File: config.mk
export PLATFORM = sky130hd
export DESIGN_NAME = selective_repeat_receiver_core
export DESIGN_NICKNAME = d
export VERILOG_FILES = /design/src/sv/srr_pkg.sv /design/src/sv/srr_dp.sv /design/src/sv/srr_ctrl.sv /design/src/sv/selective_repeat_receiver_core.sv
export SDC_FILE = /design/constraint.sdc
export NUM_CORES = 1
export LEC_CHECK = 0
export BUFFER_PORTS_ARGS = -buffer_cell sky130_fd_sc_hd__buf_2
export CELL_PAD_IN_SITES_DETAIL_PLACEMENT = 1
export CELL_PAD_IN_SITES_GLOBAL_PLACEMENT = 1
export CORE_ASPECT_RATIO = 2
export CORE_MARGIN = 2
export CORE_UTILIZATION = 45
export DETAILED_ROUTE_END_ITERATION = 7
export PLACE_DENSITY = 0.95
export SLEW_MARGIN = 40
export SYNTH_ARGS = -nofsm -noshare
export SYNTH_HDL_FRONTEND = slang
export SYNTH_SLANG_ARGS = --single-unit
export TNS_END_PERCENT = 1
File: constraint.sdc
create_clock -name i_clk -period 5.2 [get_ports i_clk]
set_input_delay 0.78 -clock i_clk [delete_from_list [all_inputs] [get_ports i_clk]]
set_output_delay 0.78 -clock i_clk [all_outputs]
set_load 0.05 [all_outputs]
File: src/sv/srr_pkg.sv
`timescale 1ns / 1ps
// ----------------------------------------------------------------------------
// srr_pkg: shared constants and types for the selective-repeat receiver
// Holds the protocol sizing, the result kinds and the command/status bundles
// that join the controller to the datapath.
// ----------------------------------------------------------------------------
package srr_pkg;

    // Total number of frames in one transfer, 1 to 256.
    localparam int TOTAL_FRAMES = 16;
    // Receive window size, 1 to 16.
    localparam int WINDOW       = 4;

    // Width of a sequence number on the stream.
    localparam int SEQ_W     = 8;
    // The window base counts up to TOTAL_FRAMES inclusive.
    localparam int BASE_W    = $clog2(TOTAL_FRAMES + 1);
    // Index into the window-relative received bits.
    localparam int WIN_IDX_W = (WINDOW > 1) ? $clog2(WINDOW) : 1;
    // Width used for the signed distance of a sequence number from the base.
    localparam int DIFF_W    = ((SEQ_W > BASE_W) ? SEQ_W : BASE_W) + 1;

    // Result kinds carried on the output tuser.
    localparam logic KIND_ACK = 1'b0;
    localparam logic KIND_DLV = 1'b1;

    // Commands from the controller to the datapath.
    typedef struct packed {
        logic accept;    // Capture the incoming frame and mark it.
        logic emit_ack;  // Load the acknowledgment into the output register.
        logic emit_dlv;  // Load one in-order delivery and advance the base.
    } t_dp_cmd;

    // Status from the datapath to the controller.
    typedef struct packed {
        logic out_free;     // Output register can take a word this cycle.
        logic dlv_pending;  // The captured frame released at least one delivery.
        logic dlv_more;     // Another delivery follows the one at the base.
    } t_dp_sts;

endpackage

File: src/sv/srr_dp.sv
`timescale 1ns / 1ps
// ----------------------------------------------------------------------------
// srr_dp: receiver datapath
// Holds the window base, the received bits relative to the base, the captured
// frame and the output register of the result stream.
// ----------------------------------------------------------------------------
module srr_dp
    import srr_pkg::*;
(
    input  logic             i_clk,
    input  logic             i_rst_n,
    input  t_dp_cmd          i_cmd,
    output t_dp_sts          o_sts,
    input  logic [SEQ_W-1:0] i_frame_seq,
    input  logic             i_out_ready,
    output logic             o_out_valid,
    output logic             o_out_kind,
    output logic [SEQ_W-1:0] o_out_seq,
    output logic             o_out_dup,
    output logic             o_out_done,
    output logic             o_out_last
);

    localparam logic [BASE_W-1:0] TOTAL_B = BASE_W'(TOTAL_FRAMES);

    logic [BASE_W-1:0] r_base, n_base;
    logic [WINDOW-1:0] r_win,  n_win;
    logic [WINDOW-1:0] win_shift;
    logic [SEQ_W-1:0]  r_seq;
    logic              r_inwin;

    logic              r_out_valid, n_out_valid;
    logic              r_out_kind;
    logic [SEQ_W-1:0]  r_out_seq;
    logic              r_out_dup;
    logic              r_out_done;
    logic              r_out_last;

    logic [DIFF_W-1:0]    diff;
    logic                 in_window;
    logic [WIN_IDX_W-1:0] win_idx;
    logic [BASE_W-1:0]    base_inc;

    // Window test for the incoming frame.
    assign diff      = DIFF_W'(i_frame_seq) - DIFF_W'(r_base);
    assign in_window = !diff[DIFF_W-1]
                       && (diff < DIFF_W'(WINDOW))
                       && (DIFF_W'(i_frame_seq) < DIFF_W'(TOTAL_FRAMES));
    assign win_idx   = diff[WIN_IDX_W-1:0];

    assign win_shift = r_win >> 1;
    assign base_inc  = r_base + 1'b1;

    // Status toward the controller.
    assign o_sts.out_free    = !r_out_valid || i_out_ready;
    assign o_sts.dlv_pending = r_inwin && r_win[0];
    assign o_sts.dlv_more    = win_shift[0];

    // Next state of the window: mark on capture, slide on delivery.
    always_comb begin
        n_base = r_base;
        n_win  = r_win;
        if (i_cmd.accept && in_window) begin
            n_win[win_idx] = 1'b1;
        end
        if (i_cmd.emit_dlv) begin
            n_win  = win_shift;
            n_base = base_inc;
        end
    end

    // Output word is held until taken.
    always_comb begin
        n_out_valid = r_out_valid;
        if (i_cmd.emit_ack || i_cmd.emit_dlv) begin
            n_out_valid = 1'b1;
        end else if (i_out_ready) begin
            n_out_valid = 1'b0;
        end
    end

    // Control registers.
    always_ff @(posedge i_clk) begin
        if (!i_rst_n) begin
            r_base      <= '0;
            r_win       <= '0;
            r_out_valid <= 1'b0;
        end else begin
            r_base      <= n_base;
            r_win       <= n_win;
            r_out_valid <= n_out_valid;
        end
    end

    // Captured frame.
    always_ff @(posedge i_clk) begin
        if (i_cmd.accept) begin
            r_seq   <= i_frame_seq;
            r_inwin <= in_window;
        end
    end

    // Output payload register.
    always_ff @(posedge i_clk) begin
        if (i_cmd.emit_ack) begin
            r_out_kind <= KIND_ACK;
            r_out_seq  <= r_seq;
            r_out_dup  <= !r_inwin;
            r_out_done <= (r_base == TOTAL_B);
            r_out_last <= !(r_inwin && r_win[0]);
        end else if (i_cmd.emit_dlv) begin
            r_out_kind <= KIND_DLV;
            r_out_seq  <= SEQ_W'(r_base);
            r_out_dup  <= 1'b0;
            r_out_done <= (base_inc == TOTAL_B);
            r_out_last <= !win_shift[0];
        end
    end

    assign o_out_valid = r_out_valid;
    assign o_out_kind  = r_out_kind;
    assign o_out_seq   = r_out_seq;
    assign o_out_dup   = r_out_dup;
    assign o_out_done  = r_out_done;
    assign o_out_last  = r_out_last;

    // The base never runs past the end of the transfer.
    a_base_bound: assert property (@(posedge i_clk) disable iff (!i_rst_n)
        r_base <= TOTAL_B)
        else $error("window base beyond total frame count");

    // A delivery is only issued for a frame received at the base.
    a_dlv_marked: assert property (@(posedge i_clk) disable iff (!i_rst_n)
        i_cmd.emit_dlv |-> (r_win[0] && (r_base < TOTAL_B)))
        else $error("delivery of a frame not received");

    // A delivery advances the base by exactly one.
    a_dlv_step: assert property (@(posedge i_clk) disable iff (!i_rst_n)
        i_cmd.emit_dlv |=> (r_base == $past(base_inc)))
        else $error("base did not advance after delivery");

    // A result is never loaded over a word that is still waiting.
    a_no_overwrite: assert property (@(posedge i_clk) disable iff (!i_rst_n)
        (i_cmd.emit_ack || i_cmd.emit_dlv) |-> (!r_out_valid || i_out_ready))
        else $error("output word overwritten");

endmodule

File: src/sv/srr_ctrl.sv
`timescale 1ns / 1ps
// ----------------------------------------------------------------------------
// srr_ctrl: receiver controller
// Sequences one frame: capture, acknowledgment, then in-order deliveries one
// per cycle while the output register can take them.
// ----------------------------------------------------------------------------
module srr_ctrl
    import srr_pkg::*;
(
    input  logic    i_clk,
    input  logic    i_rst_n,
    input  logic    i_in_valid,
    output logic    o_in_ready,
    input  t_dp_sts i_sts,
    output t_dp_cmd o_cmd
);

    localparam logic [1:0] ST_IDLE = 2'd0;
    localparam logic [1:0] ST_ACK  = 2'd1;
    localparam logic [1:0] ST_DLV  = 2'd2;

    logic [1:0] r_state, n_state;

    // Next state and commands.
    always_comb begin
        n_state      = r_state;
        o_cmd        = '0;
        o_in_ready   = 1'b0;
        unique case (r_state)
            ST_IDLE: begin
                o_in_ready = 1'b1;
                if (i_in_valid) begin
                    o_cmd.accept = 1'b1;
                    n_state      = ST_ACK;
                end
            end
            ST_ACK: begin
                if (i_sts.out_free) begin
                    o_cmd.emit_ack = 1'b1;
                    n_state        = i_sts.dlv_pending ? ST_DLV : ST_IDLE;
                end
            end
            ST_DLV: begin
                if (i_sts.out_free) begin
                    o_cmd.emit_dlv = 1'b1;
                    n_state        = i_sts.dlv_more ? ST_DLV : ST_IDLE;
                end
            end
            default: begin
                n_state = ST_IDLE;
            end
        endcase
    end

    // State register.
    always_ff @(posedge i_clk) begin
        if (!i_rst_n) begin
            r_state <= ST_IDLE;
        end else begin
            r_state <= n_state;
        end
    end

    // At most one datapath command per cycle.
    a_cmd_onehot: assert property (@(posedge i_clk) disable iff (!i_rst_n)
        $onehot0(o_cmd))
        else $error("conflicting datapath commands");

    // Every captured frame is followed by its acknowledgment step.
    a_accept_ack: assert property (@(posedge i_clk) disable iff (!i_rst_n)
        o_cmd.accept |=> (r_state == ST_ACK))
        else $error("capture not followed by acknowledgment");

    // Deliveries only follow an acknowledgment or another delivery.
    a_dlv_order: assert property (@(posedge i_clk) disable iff (!i_rst_n)
        (r_state == ST_DLV) |-> ($past(o_cmd.emit_ack) || $past(o_cmd.emit_dlv)
                                 || $past(r_state == ST_DLV)))
        else $error("delivery without preceding acknowledgment");

endmodule

File: src/sv/selective_repeat_receiver_core.sv
`timescale 1ns / 1ps
// ----------------------------------------------------------------------------
// selective_repeat_receiver_core: selective-repeat ARQ receiver
// Acknowledges each arriving frame number and releases received frames in
// order from the window base, one result word per cycle while not stalled.
// ----------------------------------------------------------------------------
// Each accepted frame produces an acknowledgment word followed by zero to
// WINDOW delivery words, the last one flagged on tlast. A frame is handled
// in steps: capture and mark it, load the acknowledgment, then load each
// delivery that it releases, all going through a single output register
// paced by the controller. The next frame is taken as soon as the controller
// is back in idle, even while the final word of the previous frame still
// waits to be read. The received-frame state starts clear after reset with
// no clearing pass.
// ----------------------------------------------------------------------------
module selective_repeat_receiver_core
    import srr_pkg::*;
(
    input  logic             i_clk,
    input  logic             i_rst_n,
    // Frame input.
    input  logic             s_axis_tvalid,
    output logic             s_axis_tready,
    input  logic [7:0]       s_axis_tdata,   // [7:0] frame_seq
    // Result output.
    output logic             m_axis_tvalid,
    input  logic             m_axis_tready,
    output logic [15:0]      m_axis_tdata,   // [7:0] result_seq, [8] duplicate,
                                             // [9] all_done, [15:10] zero
    output logic             m_axis_tuser,   // [0] result_kind
    output logic             m_axis_tlast    // last
);

    t_dp_cmd          cmd;
    t_dp_sts          sts;
    logic [SEQ_W-1:0] out_seq;
    logic             out_dup;
    logic             out_done;

    // Frame sequencing.
    srr_ctrl u_ctrl (
        .i_clk      (i_clk),
        .i_rst_n    (i_rst_n),
        .i_in_valid (s_axis_tvalid),
        .o_in_ready (s_axis_tready),
        .i_sts      (sts),
        .o_cmd      (cmd)
    );

    // Window state and output register.
    srr_dp u_dp (
        .i_clk       (i_clk),
        .i_rst_n     (i_rst_n),
        .i_cmd       (cmd),
        .o_sts       (sts),
        .i_frame_seq (s_axis_tdata[SEQ_W-1:0]),
        .i_out_ready (m_axis_tready),
        .o_out_valid (m_axis_tvalid),
        .o_out_kind  (m_axis_tuser),
        .o_out_seq   (out_seq),
        .o_out_dup   (out_dup),
        .o_out_done  (out_done),
        .o_out_last  (m_axis_tlast)
    );

    // Pack the result word.
    assign m_axis_tdata = {6'b0, out_done, out_dup, out_seq};

endmodule
==> reports/summary.md <==
Sink of the worst hold path: u_dp.o_out_kind. The worst hold path begins at u_dp.o_out_kind. The sequential share of the synthesized area came out at 0.5204.

The analysis attributes to net switching a power of 0.1384 mW. IR analysis of the VDD net gives a maximum drop of 0.0002186 V. Yosys mapped a number of flops with a built-in enable equal to 20. The biggest area contributor in the post-synthesis netlist is sky130_fd_sc_hd__edfxtp_1. The buffer count from post-CTS setup fixing was 0; the height of the die was 89.74 um. The run gives 0.7431 nW as the leakage power. The global routing stage identified its most utilized layer as met2.

The die footprint came out at 4206 um2. The starting utilization of the core area was 0.4635. Setup violations remaining at the end of the flow were counted as 0.

For the count of pins on the block boundary, the log shows 32. The final RePlAce weighted congestion is 0.7921, and the share of the cycle needed by the critical path after routing is 0.5020. The detailed router's first-iteration violation count was 14. The top flip-flop cell by instance count after synthesis is sky130_fd_sc_hd__edfxtp_1. The longest clock path from root to sink contains 2 buffers. The total global routing track utilization was 0.1941; the count of yosys warnings during synthesis was 0. The internal portion of the total power is 0.4093 mW. The logs give 224 for the number of cells in the design after placement and 0 ps for the final setup TNS.

At the pin with the least slew margin, the transition time is 569.7 ps. In the post-route analysis, the smallest setup slack over all paths is 2590 ps. The area added between synthesis and finish was 14.37%.

In the routed design, unresolved DRC markers number 0. For the critical path required time, the log shows 5390 ps. Class of the tightest hold or removal check: flop to flop. The global-route track usage on met1 was 0.1732; the worst-path maximum fanout was 5.

The initial antenna violation count was 0; the cell area power density was 289.5 nW/um2. The largest single stage delay on the critical path is 570 ps. Kind of end point of the critical path: a flop. The logs give 5 for the number of buffers created by CTS and 0.121 for the combinational group share of total power.

The clock sink count was 33; the number of buffer cells added on primary ports was 25. The run gives 2800 ps as the arrival time of data at the critical path endpoint. By startpoint and endpoint, the worst setup path is classified as primary input to flop. 0 antenna diodes ended up in the layout. The count of buffer and inverter cells on the critical path is 3, and the sequential share of power is 0.531. Sorting the synthesized cells by area gives the leading types as sky130_fd_sc_hd__edfxtp_1, sky130_fd_sc_hd__dfxtp_1, sky130_fd_sc_hd__ha_1. Across the run, the number of max-cap violations was 0.

Met3 track demand over resource: 0.05020. Once the clock tree was built, the resizer swapped 0 gates to a different size. The count of vias placed by the detailed router is 1220. The final net count was 202; the x dimension of the die was 46.87 um.

The H-tree was split into 2 levels. After synthesis, the mean cell area works out to 10.67 um2. The fmax was 0.3831 GHz.

Entering global routing, the biggest net connects 16 pins. Dividing the detail-routed wire length by the instance count gives 14.81 um. The share of flip-flops with an asynchronous set or reset was 0; the routing usage on met2 was 0.3436. For this design, the CTS-stage hold fixing added 0 buffers. The switching portion of total power is 0.2527, and the max-slew violation count is 0. The master cell of the clock root buffer was sky130_fd_sc_hd__clkbuf_8. The count of cells in the finished layout, fillers not included, comes to 232. Once detailed placement completed, the half-perimeter wirelength came to 2772 um. The final period demand of the worst path is 2610 ps. The logs give 1654 um2 for the cell area after synthesis and 3568 um2 for the area of the core. The end of the worst register-to-register path is u_dp.r_win[0]. The number of cell instances on the worst register-to-register path is 7. The critical path runs through a total of 9 cells. Setup repair after global routing left no endpoint under its margin. TritonCTS built the clock tree. The fraction of layout cells with a size suffix above 1 was 0.2350; the internal reg-to-reg setup slack was 2820 ps. Across the routed clock network, the largest skew measured is 4.684 ps. The slowest stage of the critical path belongs to the cell sky130_fd_sc_hd__or4b_4. The site row count was 31; the clock-pin slew of the registers on the worst-case setup and hold paths was 60 ps. After synthesis, the netlist uses 40 different library cells. For the minimum hold slack, the log shows 473.6 ps. The worst hold path was traced through 2 stages.

The proportion of netlist area held by the largest area contributor is 0.3631, and the via-per-instance ratio is 5.259. For this run the aggregate overflow at the end of global routing stands at 0. The first global-routing pass estimated 5816 um of wire. Startpoint class of the critical path: a primary input. Before antenna repair, the detailed router went through 4 iterations. The dominant delay contributor by cell family on the critical path was adder cells. The flow ran to the end, and the final reports show no timing, DRC or antenna violations.

For the relative slew slack, the log shows 0.6167. Startpoint of the worst-slack reg-to-reg timing path: u_dp.r_base[0]. The run gives 0.349 as the clock network fraction of total power. The worst-skew pair later-pin latency was 290 ps; the via count of the first global-routing pass was 1290. Prior to clock tree synthesis, the placed netlist has a worst setup slack of 2286 ps. In this run the remaining antenna-violating nets after routing total 0. The count of endpoints failing hold in the final timing report came out at 0. Traced cell by cell, the critical path runs through buf_2, inv_1, ha_1, fa_1, inv_1, a21o_2, a311oi_1, or4b_4, o41ai_2. By instance count, the cell type seen most on the critical path is sky130_fd_sc_hd__inv_1. The number of instances in the synthesized netlist was 155; the synthesized flop and latch total was 33.

The final layout contains routed wiring with a total length of 3436 um.
-- layout by cell type (no fill, tap or decap), types with 2 or more instances in the layout --
cell type	instances
sky130_fd_sc_hd__clkbuf_8	6
sky130_fd_sc_hd__ha_1	7
sky130_fd_sc_hd__nand3_1	3
sky130_fd_sc_hd__xnor2_1	5
sky130_fd_sc_hd__nor3b_1	4
sky130_fd_sc_hd__nand2_1	19
sky130_fd_sc_hd__buf_2	25
sky130_fd_sc_hd__edfxtp_1	20
sky130_fd_sc_hd__and2_1	8
sky130_fd_sc_hd__xor2_1	2
sky130_fd_sc_hd__a21boi_0	4
sky130_fd_sc_hd__inv_1	8
sky130_fd_sc_hd__a21oi_1	2
sky130_fd_sc_hd__buf_4	2
sky130_fd_sc_hd__o21ai_0	9
sky130_fd_sc_hd__mux2_2	3
sky130_fd_sc_hd__dfxtp_1	13
sky130_fd_sc_hd__nor2b_1	2
sky130_fd_sc_hd__nand4_1	2
sky130_fd_sc_hd__nor2_1	11
sky130_fd_sc_hd__conb_1	6
-- logic make-up after synthesis --
group                      Yosys count  share of synthesized area
other                                1                   0.002267
xor gates and xnor gates             7                    0.03707
adders and majority gates            8                    0.06505
AOI/OAI and AO/OA                   23                    0.09608
DFF                                 33                     0.5204
and+or+nand+nor                     59                     0.1884
buffers and inverters               20                    0.06430
muxes                                4                    0.02647
-- registers in the layout, summed over array words and instances, names as in the netlist --
| name | cells |
|---|---|
| u_dp.o_out_seq | 8 |
| u_dp.o_out_done | 1 |
| u_dp.o_out_kind | 1 |
| u_dp.r_inwin | 1 |
| u_dp.o_out_dup | 1 |
| u_ctrl.r_state | 2 |
| u_dp.o_out_last | 1 |
| u_dp.r_win | 4 |
| u_dp.r_base | 5 |
| u_dp.o_out_valid | 1 |
| u_dp.r_seq | 8 |
-- worst max-delay path by stage --
stage,start,endpoint,slack (ps)
4_1_cts,s_axis_tdata[0],u_dp.r_win[0],2580
3_3_place_gp,s_axis_tdata[0],u_dp.r_win[0],2420
2_1_floorplan,s_axis_tdata[0],u_dp.r_win[0],2570
3_5_place_dp,s_axis_tdata[0],u_dp.r_win[0],2290
6_report,s_axis_tdata[0],u_dp.r_win[0],2590
5_1_grt,s_axis_tdata[0],u_dp.r_win[0],2480
-- synthesized netlist by cell type, types with 2 or more instances --
cell type,count
sky130_fd_sc_hd__clkbuf_1,3
sky130_fd_sc_hd__nor3b_1,4
sky130_fd_sc_hd__o21ai_0,9
sky130_fd_sc_hd__xnor2_1,5
sky130_fd_sc_hd__dfxtp_1,13
sky130_fd_sc_hd__xor2_1,2
sky130_fd_sc_hd__and2_1,8
sky130_fd_sc_hd__nand3_1,3
sky130_fd_sc_hd__nor2_1,12
sky130_fd_sc_hd__edfxtp_1,20
sky130_fd_sc_hd__a21boi_0,4
sky130_fd_sc_hd__nand2_1,19
sky130_fd_sc_hd__nor2b_1,2
sky130_fd_sc_hd__nand4_1,2
sky130_fd_sc_hd__inv_1,8
sky130_fd_sc_hd__buf_4,8
sky130_fd_sc_hd__a21oi_1,2
sky130_fd_sc_hd__ha_1,7
sky130_fd_sc_hd__mux2_2,3
-- power groups by stage --
stage	combinational [mW]	clock [mW]	sequential, mW
2_1_floorplan	0.0422	0	0.306
3_3_place_gp	0.0637	0	0.295
3_5_place_dp	0.0664	0	0.296
4_1_cts	0.0666	0.197	0.291
5_1_grt	0.0715	0.201	0.291
6_report	0.0662	0.191	0.291
-- area by class of cell --
type / count / area (um2)
Sequential cell: 33 / 860.8
Clock buffer: 6 / 82.58
Timing Repair Buffer: 27 / 140.1
Multi-Input combinational cell: 107 / 708.2
Tap cell: 49 / 61.31
Clock inverter: 2 / 8.758
Fill cell: 434 / 1677
Inverter: 8 / 30.03
-- layer usage --
metal	wire length, um	up-vias
li1	-	576
met1	1180	604
met2	1997	25
met3	118	15
met4	139	0
met5	0	-
-- per-stage QoR --
step | instance area (um2) | power, mW | utilization
3_5_place_dp | 1798 | 0.3627 | 0.5039
6_report | 1892 | 0.5477 | 0.5302
4_1_cts | 1889 | 0.5540 | 0.5295
3_3_place_gp | 1798 | 0.3591 | 0.5039
2_1_floorplan | 1673 | 0.3485 | -
5_1_grt | 1892 | 0.5641 | 0.5302
-- tightest hold or removal path, stage by stage (launching register included) --
cell	delay, ps
sky130_fd_sc_hd__dfxtp_1	320
sky130_fd_sc_hd__nor2_1	50
sky130_fd_sc_hd__nor2_1	70
No activity file was read; power rests on OpenSTA's default activity.
